$ cat src/rtl/core/uvs_pkg.sv
// Package with the widths, types and helper functions of the UV sphere index generator.
`timescale 1ns / 1ps

package uvs_pkg;

  localparam int MaxSlices = 256;
  localparam int MaxStacks = 256;
  localparam int MinSlices = 3;
  localparam int MinStacks = 2;

  localparam int IdxW     = 17;
  localparam int CntW     = 9;
  localparam int SegW     = 8;
  localparam int RingW    = 8;
  localparam int CfgIdxW  = 2;
  localparam int CfgDataW = 9;
  localparam int InDataW  = 8;
  localparam int OutDataW = 56;
  localparam int OutPadW  = OutDataW - 3 * IdxW;

  localparam logic [CfgIdxW-1:0] REG_SLICE_COUNT = 2'd0;
  localparam logic [CfgIdxW-1:0] REG_STACK_COUNT = 2'd1;

  localparam logic [CntW-1:0] ResetSlices = 9'd16;
  localparam logic [CntW-1:0] ResetStacks = 9'd8;

  typedef logic [IdxW-1:0] idx_t;

  typedef enum logic [1:0] {
    REGION_TOP,
    REGION_MIDDLE,
    REGION_BOTTOM
  } region_t;

  typedef struct packed {
    logic [CntW-1:0] slices;
    logic [CntW-1:0] stacks;
    idx_t            bottom;
  } geom_t;

  typedef struct packed {
    idx_t first;
    idx_t second;
    idx_t third;
    logic fin;
  } tri_t;

  function automatic logic [CntW-1:0] clamp_count(input logic [CfgDataW-1:0] v,
                                                  input logic [CntW-1:0] lo,
                                                  input logic [CntW-1:0] hi);
    logic [CntW-1:0] res;
    res = CntW'(v);
    if (res < lo) begin
      res = lo;
    end else if (res > hi) begin
      res = hi;
    end
    return res;
  endfunction

  function automatic idx_t bottom_index(input logic [CntW-1:0] slices,
                                        input logic [CntW-1:0] stacks);
    logic [CntW-1:0]   tm1;
    logic [CntW-1:0]   sp1;
    logic [2*CntW-1:0] prod;
    tm1  = stacks - CntW'(1);
    sp1  = slices + CntW'(1);
    prod = tm1 * sp1;
    return IdxW'(prod) + IdxW'(1);
  endfunction

endpackage

$ cat src/rtl/core/uvs_cfg.sv
// Configuration registers with clamped slice and stack counts and the bottom pole index.
`timescale 1ns / 1ps

module uvs_cfg (
  input  logic                         clk,
  input  logic                         rst_n,
  input  logic                         cfg_valid,
  output logic                         cfg_ready,
  input  logic [uvs_pkg::CfgIdxW-1:0]  cfg_index,
  input  logic [uvs_pkg::CfgDataW-1:0] cfg_data,
  output uvs_pkg::geom_t               geom
);

  logic [uvs_pkg::CntW-1:0] slices_r, slices_nxt;
  logic [uvs_pkg::CntW-1:0] stacks_r, stacks_nxt;
  uvs_pkg::idx_t            bottom_r, bottom_nxt;

  assign cfg_ready = 1'b1;

  always_comb begin
    slices_nxt = slices_r;
    stacks_nxt = stacks_r;
    if (cfg_valid) begin
      case (cfg_index)
        uvs_pkg::REG_SLICE_COUNT: begin
          slices_nxt = uvs_pkg::clamp_count(cfg_data, uvs_pkg::CntW'(uvs_pkg::MinSlices),
                                            uvs_pkg::CntW'(uvs_pkg::MaxSlices));
        end
        uvs_pkg::REG_STACK_COUNT: begin
          stacks_nxt = uvs_pkg::clamp_count(cfg_data, uvs_pkg::CntW'(uvs_pkg::MinStacks),
                                            uvs_pkg::CntW'(uvs_pkg::MaxStacks));
        end
        default: begin
        end
      endcase
    end
    bottom_nxt = uvs_pkg::bottom_index(slices_nxt, stacks_nxt);
  end

  always_ff @(posedge clk) begin
    if (!rst_n) begin
      slices_r <= uvs_pkg::ResetSlices;
      stacks_r <= uvs_pkg::ResetStacks;
      bottom_r <= uvs_pkg::bottom_index(uvs_pkg::ResetSlices, uvs_pkg::ResetStacks);
    end else begin
      slices_r <= slices_nxt;
      stacks_r <= stacks_nxt;
      bottom_r <= bottom_nxt;
    end
  end

  assign geom.slices = slices_r;
  assign geom.stacks = stacks_r;
  assign geom.bottom = bottom_r;

endmodule

$ cat src/rtl/core/uvs_tri_gen.sv
// Sequence state and triangle index arithmetic, advanced once per accepted transfer.
`timescale 1ns / 1ps

module uvs_tri_gen (
  input  logic           clk,
  input  logic           rst_n,
  input  uvs_pkg::geom_t geom,
  input  logic           step,
  input  logic           restart,
  output uvs_pkg::tri_t  tri_res
);

  uvs_pkg::region_t          region_r, region_nxt;
  logic [uvs_pkg::RingW-1:0] ring_r, ring_nxt;
  logic [uvs_pkg::SegW-1:0]  seg_r, seg_nxt;
  logic                      half_r, half_nxt;
  uvs_pkg::idx_t             base_r, base_nxt;

  uvs_pkg::region_t          region_e;
  logic [uvs_pkg::RingW-1:0] ring_e;
  logic [uvs_pkg::SegW-1:0]  seg_e;
  logic                      half_e;
  uvs_pkg::idx_t             base_e;

  logic [uvs_pkg::CntW-1:0]  seg_inc;
  logic [uvs_pkg::CntW-1:0]  ring_inc;
  logic [uvs_pkg::CntW-1:0]  ring_len;
  logic                      last_seg;
  uvs_pkg::idx_t             base_s, base_s1, upper, upper_s, upper_s1;

  always_comb begin
    if (restart) begin
      region_e = uvs_pkg::REGION_TOP;
      ring_e   = '0;
      seg_e    = '0;
      half_e   = 1'b0;
      base_e   = uvs_pkg::IdxW'(1);
    end else begin
      region_e = region_r;
      ring_e   = ring_r;
      seg_e    = seg_r;
      half_e   = half_r;
      base_e   = base_r;
    end

    seg_inc  = uvs_pkg::CntW'(seg_e) + uvs_pkg::CntW'(1);
    ring_inc = uvs_pkg::CntW'(ring_e) + uvs_pkg::CntW'(1);
    ring_len = geom.slices + uvs_pkg::CntW'(1);
    last_seg = (seg_inc >= geom.slices);
    base_s   = base_e + uvs_pkg::IdxW'(seg_e);
    base_s1  = base_s + uvs_pkg::IdxW'(1);
    upper    = base_e + uvs_pkg::IdxW'(ring_len);
    upper_s  = upper + uvs_pkg::IdxW'(seg_e);
    upper_s1 = upper_s + uvs_pkg::IdxW'(1);

    region_nxt = region_e;
    ring_nxt   = ring_e;
    seg_nxt    = seg_e;
    half_nxt   = half_e;
    base_nxt   = base_e;
    tri_res.fin = 1'b0;

    case (region_e)
      uvs_pkg::REGION_MIDDLE: begin
        tri_res.first = base_s;
        if (!half_e) begin
          tri_res.second = upper_s;
          tri_res.third  = upper_s1;
          half_nxt       = 1'b1;
        end else begin
          tri_res.second = upper_s1;
          tri_res.third  = base_s1;
          half_nxt       = 1'b0;
          if (last_seg) begin
            seg_nxt  = '0;
            ring_nxt = uvs_pkg::RingW'(ring_inc);
            base_nxt = upper;
            if (ring_inc >= geom.stacks - uvs_pkg::CntW'(uvs_pkg::MinStacks)) begin
              region_nxt = uvs_pkg::REGION_BOTTOM;
            end
          end else begin
            seg_nxt = uvs_pkg::SegW'(seg_inc);
          end
        end
      end
      uvs_pkg::REGION_BOTTOM: begin
        tri_res.first  = geom.bottom;
        tri_res.second = base_s1;
        tri_res.third  = base_s;
        if (last_seg) begin
          tri_res.fin = 1'b1;
          region_nxt  = uvs_pkg::REGION_TOP;
          ring_nxt    = '0;
          seg_nxt     = '0;
          half_nxt    = 1'b0;
          base_nxt    = uvs_pkg::IdxW'(1);
        end else begin
          seg_nxt = uvs_pkg::SegW'(seg_inc);
        end
      end
      default: begin
        tri_res.first  = '0;
        tri_res.second = base_s;
        tri_res.third  = base_s1;
        if (last_seg) begin
          seg_nxt  = '0;
          ring_nxt = '0;
          half_nxt = 1'b0;
          base_nxt = uvs_pkg::IdxW'(1);
          if (geom.stacks > uvs_pkg::CntW'(uvs_pkg::MinStacks)) begin
            region_nxt = uvs_pkg::REGION_MIDDLE;
          end else begin
            region_nxt = uvs_pkg::REGION_BOTTOM;
          end
        end else begin
          seg_nxt = uvs_pkg::SegW'(seg_inc);
        end
      end
    endcase
  end

  always_ff @(posedge clk) begin
    if (!rst_n) begin
      region_r <= uvs_pkg::REGION_TOP;
      ring_r   <= '0;
      seg_r    <= '0;
      half_r   <= 1'b0;
      base_r   <= uvs_pkg::IdxW'(1);
    end else if (step) begin
      region_r <= region_nxt;
      ring_r   <= ring_nxt;
      seg_r    <= seg_nxt;
      half_r   <= half_nxt;
      base_r   <= base_nxt;
    end
  end

endmodule

$ cat src/rtl/core/uvs_skid.sv
// Result register with a skid register, so that input transfers continue while a result waits.
`timescale 1ns / 1ps

module uvs_skid (
  input  logic          clk,
  input  logic          rst_n,
  input  logic          push,
  input  uvs_pkg::tri_t push_data,
  output logic          push_ready,
  output logic          pop_valid,
  input  logic          pop_ready,
  output uvs_pkg::tri_t pop_data
);

  logic          main_valid_r, main_valid_nxt;
  logic          skid_valid_r, skid_valid_nxt;
  uvs_pkg::tri_t main_r, main_nxt;
  uvs_pkg::tri_t skid_r, skid_nxt;

  assign push_ready = !skid_valid_r;
  assign pop_valid  = main_valid_r;
  assign pop_data   = main_r;

  always_comb begin
    main_valid_nxt = main_valid_r;
    skid_valid_nxt = skid_valid_r;
    main_nxt       = main_r;
    skid_nxt       = skid_r;
    if (!main_valid_r || pop_ready) begin
      if (skid_valid_r) begin
        main_nxt       = skid_r;
        main_valid_nxt = 1'b1;
        skid_valid_nxt = 1'b0;
      end else begin
        main_nxt       = push_data;
        main_valid_nxt = push;
      end
    end else if (push) begin
      skid_nxt       = push_data;
      skid_valid_nxt = 1'b1;
    end
  end

  always_ff @(posedge clk) begin
    if (!rst_n) begin
      main_valid_r <= 1'b0;
      skid_valid_r <= 1'b0;
    end else begin
      main_valid_r <= main_valid_nxt;
      skid_valid_r <= skid_valid_nxt;
    end
  end

  always_ff @(posedge clk) begin
    main_r <= main_nxt;
    skid_r <= skid_nxt;
  end

endmodule

$ cat src/rtl/core/uv_sphere_index_generator.sv
// Top level of the UV sphere triangle index generator.
//
//   Channel  Direction  Signals                                  Content
//   in_      slave      in_tvalid in_tready in_tdata[7:0]         restart flag
//   out_     master     out_tvalid out_tready out_tdata[55:0]     three vertex indices
//                       out_tlast                                 final triangle of sphere
//   cfg_     slave      cfg_valid cfg_ready cfg_index cfg_data    slice and stack counts
//
// One triangle is accepted per clock unless the input stalls. Its result is registered
// in the result register or, on an output stall, in a skid register; the input then
// stalls until the result is taken. One chain of 17-bit additions from the sequence
// registers to the result register sets the cycle time. Reset is synchronous, returns
// the sequence to the first top-cap triangle and sets the counts to 16 and 8.
`timescale 1ns / 1ps

module uv_sphere_index_generator (
  input  logic                          clk,
  input  logic                          rst_n,
  input  logic                          in_tvalid,
  output logic                          in_tready,
  input  logic [uvs_pkg::InDataW-1:0]   in_tdata,   // [0] restart, rest zero
  output logic                          out_tvalid,
  input  logic                          out_tready,
  output logic [uvs_pkg::OutDataW-1:0]  out_tdata,  // index_first, index_second, index_third
  output logic                          out_tlast,
  input  logic                          cfg_valid,
  output logic                          cfg_ready,
  input  logic [uvs_pkg::CfgIdxW-1:0]   cfg_index,
  input  logic [uvs_pkg::CfgDataW-1:0]  cfg_data
);

  uvs_pkg::geom_t geom;
  uvs_pkg::tri_t  tri_new;
  uvs_pkg::tri_t  tri_out;
  logic           in_xfer;

  assign in_xfer = in_tvalid && in_tready;

  uvs_cfg u_cfg (
    .clk       (clk),
    .rst_n     (rst_n),
    .cfg_valid (cfg_valid),
    .cfg_ready (cfg_ready),
    .cfg_index (cfg_index),
    .cfg_data  (cfg_data),
    .geom      (geom)
  );

  uvs_tri_gen u_gen (
    .clk     (clk),
    .rst_n   (rst_n),
    .geom    (geom),
    .step    (in_xfer),
    .restart (in_tdata[0]),
    .tri_res (tri_new)
  );

  uvs_skid u_skid (
    .clk        (clk),
    .rst_n      (rst_n),
    .push       (in_xfer),
    .push_data  (tri_new),
    .push_ready (in_tready),
    .pop_valid  (out_tvalid),
    .pop_ready  (out_tready),
    .pop_data   (tri_out)
  );

  assign out_tdata = {{uvs_pkg::OutPadW{1'b0}}, tri_out.third, tri_out.second, tri_out.first};
  assign out_tlast = tri_out.fin;

endmodule

$ cat config.mk
export PLATFORM = sky130hd
export DESIGN_NAME = uv_sphere_index_generator
export DESIGN_NICKNAME = d
export VERILOG_FILES = /design/src/rtl/core/uvs_pkg.sv /design/src/rtl/core/uvs_cfg.sv /design/src/rtl/core/uvs_tri_gen.sv /design/src/rtl/core/uvs_skid.sv /design/src/rtl/core/uv_sphere_index_generator.sv
export SDC_FILE = /design/constraint.sdc
export NUM_CORES = 1
export LEC_CHECK = 0
export ABC_CLOCK_PERIOD_IN_PS = 9700
export BUFFER_PORTS_ARGS = -buffer_cell sky130_fd_sc_hd__buf_2
export CAP_MARGIN = 0
export CORE_MARGIN = 10
export CORE_UTILIZATION = 60
export CTS_BUF_LIST = sky130_fd_sc_hd__clkbuf_4 sky130_fd_sc_hd__clkbuf_8
export DETAILED_ROUTE_END_ITERATION = 12
export GPL_ROUTABILITY_DRIVEN = 0
export PLACE_DENSITY = 0.79
export SYNTH_ARGS = -nofsm -noshare
export SYNTH_HDL_FRONTEND = slang
export SYNTH_HIERARCHICAL = 1
export SYNTH_SLANG_ARGS = --single-unit
$ cat constraint.sdc
create_clock -name clk -period 9.7 [get_ports clk]
set_input_delay 0.97 -clock clk [delete_from_list [all_inputs] [get_ports clk]]
set_output_delay 0.97 -clock clk [all_outputs]
set_load 0.05 [all_outputs]
# --- Yosys cells after proc, flatten, opt, wreduce, memory -nomap -nowiden ---
# Index checks and enable logic that the tools add are counted.
word_totals:
  reg_bits: 177
  out_inout_bits: 60
  word_cells: 88
classes:
  magnitude_cmp: 6
  n_mux: 39
  addsub: 12
  multipliers: 1
  n_eq_ne: 3
  reduce_logical: 7
  n_bitwise: 2
op_table:
  columns: ["cell", "n"]
  rows:
  - ["51-bit one-hot mux with 2 select lines", 1]
  - ["17-bit 2-to-1 mux", 5]
  - ["8-bit 2-to-1 mux", 9]
  - ["9-bit 2-to-1 mux", 7]
  - ["52-bit 2-to-1 mux", 1]
  - ["17-bit by 1-bit adder with 17-bit output, second input constant", 3]
  - ["17-bit by 8-bit adder with 17-bit output", 2]
  - ["34-bit 2-to-1 mux", 1]
  - ["8-bit by 1-bit adder with 9-bit output, second input constant", 2]
  - ["9-bit by 1-bit adder with 9-bit output, second input constant", 2]
  - ["9-bit >= comparator", 2]
  - ["9-bit by 2-bit < comparator with 1-bit output, second input constant", 2]
  - ["17-bit by 9-bit adder with 17-bit output", 1]
  - ["9-bit by 9-bit multiplier with 17-bit output", 1]
  - ["2-bit 2-to-1 mux", 7]
  - ["9-bit by 2-bit > comparator with 1-bit output, second input constant", 1]
  - ["9-bit > comparator, second input constant", 1]
  - ["9-bit by 1-bit subtractor with 9-bit output, second input constant", 1]
  - ["9-bit by 2-bit subtractor with 9-bit output, second input constant", 1]
  - ["1-bit 2-to-1 mux", 7]
  - ["2-bit by 1-bit equality test with 1-bit output, second input constant", 2]
  - ["2-bit one-hot mux with 2 select lines", 1]
  - ["2-bit equality test, second input constant", 1]
  - ["1-bit logical NOT", 2]
  - ["6 further kinds", 7]

# --- Depth between registers and ports, before layout ---
# Gate-level depths: netlist (run 1).
depth:
  ltp_word: 8
  mapped_depth: 28
  depth_no_buf: 26

# --- Cells and area by module ---
# Netlist (run 1), hierarchy kept.
by_module_without_submodules:
  columns: ["mod", "area_per_inst_um2", "seq_area_each_um2", "n_inst", "cells_per_inst"]
  rows:
  - ["uvs_tri_gen", 6592.6, 720.7, 1, 916]
  - ["uvs_cfg", 4221.5, 700.7, 1, 484]
  - ["uvs_skid", 4083.9, 3163.0, 1, 171]
  - ["uv_sphere_index_generator", 47.5, 0.0, 1, 7]

# --- Worst setup path before layout (run 1) ---
# Ideal clock, no wire load.
synth_path:
  path_type: "input-to-reg"
  startpoint: "input port cfg_index[1] (netlist name)"
  endpoint: "register u_cfg.bottom_r[16]"
  setup_ps: 116
  n_path_buf: 2
  slack_ps: 2539
  arrival_time_ps: 7045
  path_stages: 25
  path_cell_list: "or3b_1 -> clkbuf_1 -> clkbuf_1 -> o31a_1 -> inv_1 -> ha_1 -> nand3b_1 -> mux2i_1 -> nand2b_1 -> nand2b_1 -> xnor2_1 -> nand2b_1 -> fa_1 -> fa_1 -> fa_1 -> fa_1 -> inv_1 -> ha_1 -> o21a_1 -> o21a_1 -> a2111oi_0 -> o41a_1 -> o21ai_0 -> a21oi_1 -> and3b_1"
synth_between:
  elab_chain_cells: 6
  elab_cells_between_ends: 10
  cone_classes: "3 x add/sub; 1 x mul; 1 x eq/ne; 4 x mux; 1 x reduce/logical"
synth_lines:
  columns: ["element", "line_no", "text"]
  rows:
  - ["from (decl)", "uv_sphere_index_generator.sv:28", "input logic [uvs_pkg::CfgIdxW-1:0] cfg_index,"]
  - ["2-bit logical NOT", "uvs_cfg.sv:24", "case (cfg_index)"]
  - ["9-bit 2-to-1 mux", "uvs_cfg.sv:24", null]
  - ["9-bit 2-to-1 mux", "uvs_cfg.sv:23", "if (cfg_valid) begin"]
  - ["via u_cfg.slices_nxt, one bit", "uvs_cfg.sv:14", "logic [uvs_pkg::CntW-1:0] slices_r, slices_nxt;"]
  - ["9-bit by 1-bit adder with 9-bit output", "uvs_pkg.sv:67", "sp1 = slices + CntW'(1);"]
  - ["9-bit by 9-bit multiplier with 17-bit output", "uvs_pkg.sv:68", "prod = tm1 * sp1;"]
  - ["17-bit by 1-bit adder with 17-bit output", "uvs_pkg.sv:69", "return IdxW'(prod) + IdxW'(1);"]
  - ["to (signal assigned)", "uvs_cfg.sv:44", "bottom_r <= uvs_pkg::bottom_index(uvs_pkg::ResetSlices, uvs_pkg::ResetStacks);"]
  - ["to (signal assigned)", "uvs_cfg.sv:48", "bottom_r <= bottom_nxt;"]
  - ["to (decl)", "uvs_cfg.sv:16", "uvs_pkg::idx_t bottom_r, bottom_nxt;"]
# The timed path passes the listed nets, and every way through them passes these cells.
# A chain may end at the register's enable or synchronous reset.

# --- Final worst setup path (run 1) ---
layout_path:
  startpoint: "input port cfg_data[5] (netlist name)"
  endpoint: "register u_cfg.bottom_r[16]"
layout_between:
  elab_chain_cells: 8
  elab_cells_between_ends: 14
  cone_classes: "3 x add/sub; 1 x mul; 3 x order compare; 7 x mux"
layout_lines:
  columns: ["element", "line_no", "text"]
  rows:
  - ["from (decl)", "uv_sphere_index_generator.sv:29", "input logic [uvs_pkg::CfgDataW-1:0] cfg_data"]
  - ["9-bit > comparator", "uvs_pkg.sv:55", "end else if (res > hi) begin"]
  - ["9-bit 2-to-1 mux", "uvs_pkg.sv:55", null]
  - ["9-bit 2-to-1 mux (*)", "uvs_pkg.sv:53", "if (res < lo) begin"]
  - ["9-bit 2-to-1 mux (*)", "uvs_cfg.sv:24", null]
  - ["9-bit 2-to-1 mux (*)", "uvs_cfg.sv:23", null]
  - ["via u_cfg.slices_nxt, one bit", "uvs_cfg.sv:14", null]
  - ["9-bit by 1-bit adder with 9-bit output (*)", "uvs_pkg.sv:67", null]
  - ["9-bit by 9-bit multiplier with 17-bit output (*)", "uvs_pkg.sv:68", null]
  - ["17-bit by 1-bit adder with 17-bit output (*)", "uvs_pkg.sv:69", null]
# The timed path passes the listed nets; every way through them passes the cells marked *.

==> results by group, run 1 <==
Drt
  • Post-route ant nets: 0
  • Drt first pass iters: 6
  • Routed WL: 35,800 µm
  • Wire per inst: 18.4 µm
  • Via density: 6.18
  • DRC violations left: 0
  • DRT iter0 DRCs: 1,080
  • Via count: 12,027

Final layout
  • Fin nets: 1,779
  • Final core utilization: 64.8%
  • Layout fillers: 2,002
  • Area growth from synthesis to layout: 5.82%
  • Layout cells sized above 1: 15.0%
  • ANT cells: 0
  • Fin cells: 1,947
  • Footprint of the multi-input gates: 9550 µm²
  • Sequential Area: 4590 µm²

Clocking
  • CTS clk-pin slew, worst paths: 110 ps
  • CTS Sinks: 177
  • # hold bufs at CTS: 0
  • Deepest clock path buffer count: 2
  • Num CTS Buffers: 17
  • Root Buffer Master: clkbuf_8
  • H-Tree Depth: 4
  • Post-CTS Resized: 0
  • Skew-Pair Late Insertion Delay: 470 ps
  • CTS tree: built
  • Postcts setup bufs: 0

Critical path
  • WP data required: 10,070 ps
  • Crit-path max FO: 9
  • WP buf/inv: 3
  • Slowest Stage Delay on Critical Path: 650 ps
  • CP Launch Type: input pin
  • Crit path DAT: 8180 ps
  • Crit Path Class: in2reg
  • Crit-path leading delay family: adder cells
  • Slowest CP cell: xnor2_1
  • Most frequent CP cell: fa_1
  • Worst Setup End Kind: flop

Hold path
  • Type of the worst min-delay path: reg2reg

STA
  • Worst-Margin Slew: 1330 ps
  • Fin. Hold Viols: 0
  • Max Clock Skew: 22.8 ps
  • Slew Limit Fails: 0
  • Hold WS: 484 ps
  • Total Negative Setup Slacks: 0 ps
  • Relative slew slack: 11.1%
  • Max Clk Rate: 0.128 GHz
  • Fin crit period: 7810 ps
  • RSZ-0062 raised after global routing: false
  • Period utilization: 80.5%
  • Final setup vio count: 0

Synth
  • Mapped cell area: 14,900 µm²
  • Synth top area cells: edfxtp_1, dfxtp_1, ha_1
  • Async SR Flop Fraction: 0%
  • Synth Flop Type: edfxtp_1
  • Synth Register Bits: 177
  • Mapped Cells: 1,578
  • Cell type with the largest total area after synthesis: edfxtp_1
  • Area fraction of the dominant cell type after synthesis: 20.9%
  • Unique cell type count in the Yosys netlist: 110
  • Ys Warns: 6
  • EDFF count, synth: 104
  • Register area share after synthesis: 30.7%
  • Mean Syn Cell Area: 9.47 µm²

Power
  • P per Cell Area: 115 nW/µm²
  • Peak supply drop: 95.7 µV
  • Leakage Power: 6.45 nW

Die
  • Ports: 84
  • Die height: 178 µm
  • # rows: 57
  • Core ar.: 24,400 µm²
  • Die footprint: 31,600 µm²
  • Die Wd: 178 µm
  • Initial core utilization: 61.3%

Global route
  • Vias in the first global route: 11,358
  • Total congestion overflow: 0
  • Initial antenna violation count: 0
  • Global-route wire length before repair: 58,400 µm
  • Total GRT Usage: 22.6%
  • Largest net degree at the start of global routing: 70

Flow run
  • Max-Cap Viols: 0

Placement
  • Placed Instances: 1,915
  • IO buf count: 70
  • Hpwl dp: 27,100 µm

Status
  • Run status: finished clean
-- state kept, by name, indices dropped and copies added, names as in the netlist, 2 cells and up --
signal	count
u_skid/pop_data	52
u_skid/skid_r	52
u_gen/ring_r	8
u_gen/base_r	17
u_cfg/stacks_r	9
u_cfg/slices_r	9
u_cfg/bottom_r	17
u_gen/seg_r	8
u_gen/region_r	2
-- stage by stage --
stage	power [mW]	instance area [µm²]	worst slack (ps)
2_1_floorplan	1.22	15000	2540
3_3_place_gp	1.30	15400	1720
3_5_place_dp	1.31	15400	1540
4_1_cts	1.82	15800	2030
5_1_grt	1.92	15800	1420
6_report	1.82	15800	1890
-- area by class of cell --
type                    count  area share (%)
clock inverters            14            1.00
repair buffers             83            2.83
multi-input cells        1218            60.4
flip-flops and latches    177            29.0
clock buffers              18            1.53
inverters                 113            2.68
well taps                 324            2.56
-- power by group --
part | switching, mW | total [mW] | internal, mW | leakage, nW
Clock | 0.317 | 0.514 | 0.198 | 0.199
Combinational | 0.283 | 0.451 | 0.168 | 4.60
Sequential | 0.0168 | 0.850 | 0.833 | 1.65
Total | 0.617 | 1.82 | 1.20 | 6.45
-- synth_stat cells, drive strengths merged (5+ instances only) --
| cell | n |
|---|---|
| a31oi | 5 |
| nand3b | 6 |
| ha | 94 |
| mux2i | 8 |
| o211ai | 9 |
| nand2b | 36 |
| xnor2 | 85 |
| a21oi | 70 |
| nor2b | 46 |
| edfxtp | 104 |
| clkbuf | 49 |
| o22ai | 21 |
| mux2 | 54 |
| nor3b | 7 |
| a21boi | 9 |
| a211oi | 16 |
| inv | 113 |
| nor3 | 43 |
| xor2 | 45 |
| o21ai | 64 |
| and2 | 32 |
| or2 | 12 |
| o21a | 10 |
| a32oi | 6 |
| and3 | 11 |
| nand2 | 111 |
| nand3 | 35 |
| o31ai | 8 |
| a21o | 22 |
| buf | 25 |
| dfxtp | 73 |
| or3 | 8 |
| nor2 | 139 |
| a22o | 16 |
| nor4 | 15 |
| nand4 | 13 |
| a22oi | 35 |
| fa | 51 |
-- cells in the final DEF (no fill, tap or decap), types with 7 or more instances in the layout --
| cell type | n |
|---|---|
| a211oi_1 | 10 |
| a21boi_0 | 8 |
| a21o_1 | 20 |
| a21oi_1 | 67 |
| a22o_1 | 10 |
| a22oi_1 | 35 |
| and2_1 | 26 |
| and3_1 | 10 |
| buf_2 | 70 |
| buf_4 | 13 |
| clkbuf_8 | 17 |
| dfxtp_1 | 72 |
| edfxtp_1 | 104 |
| fa_1 | 51 |
| ha_1 | 93 |
| inv_1 | 113 |
| mux2_4 | 49 |
| mux2i_1 | 8 |
| nand2_1 | 110 |
| nand2b_1 | 34 |
| nand3_1 | 34 |
| nand4_1 | 12 |
| nor2_1 | 136 |
| nor2b_1 | 46 |
| nor3_1 | 39 |
| nor4_1 | 13 |
| o211ai_1 | 7 |
| o21a_1 | 10 |
| o21ai_0 | 61 |
| o22ai_1 | 21 |
| or2_2 | 8 |
| or3_1 | 8 |
| xnor2_1 | 78 |
| xor2_1 | 44 |
-- routing by layer --
metal | share of wire [%] | GRT usage [%] | wire (µm)
met1 | 43 | 30.7 | 15600
met2 | 45 | 36.1 | 16100
met3 | 8.6 | 3.38 | 3080
met4 | 2.8 | 7.88 | 1010
met5 | 0 | 0 | 0
-- final timing paths --
path,cells past startpoint,slack [ps],start,endpoint
setup / recovery,25,1890,cfg_data[5],u_cfg/bottom_r[16]$_SDFF_PN0_
hold / removal,1,480,u_gen/base_r[4]$_SDFFE_PN0P_,u_gen/base_r[4]$_SDFFE_PN0P_
setup reg to reg,23,2780,u_cfg/slices_r[0]$_SDFF_PN0_,u_cfg/bottom_r[16]$_SDFF_PN0_
hold reg to reg,1,480,u_gen/base_r[4]$_SDFFE_PN0P_,u_gen/base_r[4]$_SDFFE_PN0P_
-- cells by family (layout without fill, tap and decap cells) --
kind of cell,count (synthesis),in the layout,share of synthesized area [%]
adders and majority gates,145,145,14.7
and+or+nand+nor,542,542,19.3
xor gates and xnor gates,130,130,8.17
muxes,62,62,5.84
other,2,6,0.0502
DFF,177,177,30.7
AOI/OAI and AO/OA,333,333,15.7
buffers and inverters,187,228,5.62
No activity file was read; power rests on OpenSTA's default activity.
==> run 2: changes to the inputs <==
--- a/config.mk
+++ b/config.mk
@@ -5,11 +5,11 @@
 export SDC_FILE = /design/constraint.sdc
 export NUM_CORES = 1
 export LEC_CHECK = 0
-export ABC_CLOCK_PERIOD_IN_PS = 9700
+export ABC_CLOCK_PERIOD_IN_PS = 6600
 export BUFFER_PORTS_ARGS = -buffer_cell sky130_fd_sc_hd__buf_2
 export CAP_MARGIN = 0
 export CORE_MARGIN = 10
-export CORE_UTILIZATION = 60
+export CORE_UTILIZATION = 58
 export CTS_BUF_LIST = sky130_fd_sc_hd__clkbuf_4 sky130_fd_sc_hd__clkbuf_8
 export DETAILED_ROUTE_END_ITERATION = 12
 export GPL_ROUTABILITY_DRIVEN = 0
==> constraint.sdc (replaced) <==
create_clock -name clk -period 6.6 [get_ports clk]
set_input_delay 0.66 -clock clk [delete_from_list [all_inputs] [get_ports clk]]
set_output_delay 0.66 -clock clk [all_outputs]
set_load 0.05 [all_outputs]
==> results by group, run 2 (synthesis gave the netlist of run 1 again) <==
Die
  • Ports: 84
  • Core ar.: 25,300 µm²
  • Initial core utilization: 59.2%
  • Die height: 181 µm
  • Die Wd: 181 µm
  • Die footprint: 32,600 µm²
  • # rows: 58

Flow run
  • Max-Cap Viols: 0

Global route
  • Total congestion overflow: 0
  • Largest net degree at the start of global routing: 70
  • Initial antenna violation count: 0
  • Global-route wire length before repair: 60,600 µm
  • Vias in the first global route: 11,754
  • Total GRT Usage: 22.1%

STA
  • Slew Limit Fails: 0
  • Relative slew slack: 9.30%
  • Max Clock Skew: 18.3 ps
  • Fin. Hold Viols: 0
  • Fin crit period: 6240 ps
  • Final setup vio count: 0
  • Period utilization: 94.5%
  • RSZ-0062 raised after global routing: false
  • Worst-Margin Slew: 1360 ps
  • Max Clk Rate: 0.160 GHz

Status
  • Failing checks: DRC
  • Run status: finished, violations left

Drt
  • Wire per inst: 18.5 µm
  • Via count: 12,212
  • DRC violations left: 1
  • Drt first pass iters: 10
  • DRT iter0 DRCs: 1,285
  • Via density: 6.09
  • Post-route ant nets: 0
  • Routed WL: 37,000 µm

Clocking
  • Root Buffer Master: clkbuf_8
  • CTS tree: built
  • # hold bufs at CTS: 0
  • Post-CTS Resized: 0
  • CTS Sinks: 177
  • Deepest clock path buffer count: 2
  • Num CTS Buffers: 17
  • H-Tree Depth: 4
  • Postcts setup bufs: 0
  • Skew-Pair Late Insertion Delay: 480 ps
  • CTS clk-pin slew, worst paths: 110 ps

Critical path
  • Slowest CP cell: fa_1
  • Crit Path Class: in2reg
  • Crit path DAT: 6610 ps
  • Crit-path leading delay family: adder cells
  • Most frequent CP cell: fa_1
  • Worst Setup End Kind: flop
  • CP Launch Type: input pin
  • Slowest Stage Delay on Critical Path: 550 ps
  • Crit-path max FO: 5
  • WP data required: 6980 ps
  • R2r setup slk: 680 ps
  • WP buf/inv: 5

Hold path
  • Type of the worst min-delay path: reg2reg

Final layout
  • Layout cells sized above 1: 17.9%
  • Sequential Area: 4590 µm²
  • Area growth from synthesis to layout: 8.66%
  • Footprint of the multi-input gates: 9570 µm²
  • Commonest non-fill, non-tap cell in the layout: nor2_1
  • Fin cells: 2,005
  • Final Instance Area: 16,200 µm²
  • Layout fillers: 2,011
  • Fin nets: 1,831
  • Most frequent cells in the layout: nor2_1, inv_1, nand2_1, edfxtp_1, ha_1
  • ANT cells: 0

Placement
  • IO buf count: 70
  • Hpwl dp: 28,100 µm
  • Placed cell area: 15,800 µm²
  • Placed Instances: 1,973

Power
  • Peak supply drop: 162 µV
  • P per Cell Area: 169 nW/µm²
  • Leakage Power: 6.71 nW
-- run 2: changes by cell type in the layout (fill, tap and decap cells not counted), sizes merged --
cell	change
buf	+52
-- run 2: report_power, final --
group	internal, mW	switching, mW	total [mW]	leakage (nW)
registers	1.22	0.0255	1.25	1.65
logic	0.291	0.430	0.721	4.86
clock network	0.293	0.481	0.774	0.202
total	1.81	0.937	2.75	6.71
-- run 2: worst reg2reg max path, cell delays in order (launching register included) --
cell and delay (ps):
dfxtp_1 580, nand2_1 100, o31a_2 160, inv_1 90, ha_1 220, nand3b_1 100, mux2i_1 220, nand2b_1 100
buf_4 150, xnor2_1 180, buf_4 150, nand2_1 70, fa_1 540, fa_1 440, fa_1 520, fa_1 550
inv_1 40, ha_1 300, o21a_1 110, o21a_1 190, a2111oi_2 420, o41a_1 200, o21ai_0 120, a21oi_1 120
and3b_1 180
-- run 2: final cells by class --
class                           instances  area share, %
Clock buffer                           18           1.49
Clock inverter                         14           1.01
Sequential cell                       177           28.3
Multi-Input combinational cell       1218           58.9
Timing Repair Buffer                  135           5.16
Tap cell                              330           2.54
Inverter                              113           2.61
-- run 2: path summary, 6_finish.rpt --
check / startpoint / end / cells after the start
worst min-delay path: u_gen/base_r[4]$_SDFFE_PN0P_ / u_gen/base_r[4]$_SDFFE_PN0P_ / 1
worst max register to register: u_cfg/slices_r[0]$_SDFF_PN0_ / u_cfg/bottom_r[16]$_SDFF_PN0_ / 24
worst max-delay path: cfg_index[1] / u_cfg/bottom_r[16]$_SDFF_PN0_ / 25
worst min register to register: u_gen/base_r[4]$_SDFFE_PN0P_ / u_gen/base_r[4]$_SDFFE_PN0P_ / 1
-- run 2: metrics by stage --
stage	setup TNS, ps	setup slack, ps	power [mW]	utilization (%)	hold slack [ps]
finish	0	363	2.75	64.3	482
global route	0	6.20	2.89	64.3	516
global placement	0	54.4	1.97	62.7	452
detailed placement	-115	-108	1.99	62.7	456
floorplan	0	29.8	1.80	-	441
CTS	0	407	2.76	64.3	486
-- run 2: metal layers --
layer / up-vias / GRT usage [%] / wire length, µm
met4: 0 / 7.61 / 1120
li1: 5756 / - / -
met1: 5753 / 29.2 / 15900
met5: - / 0 / 0
met2: 619 / 35.7 / 16800
met3: 84 / 3.90 / 3130
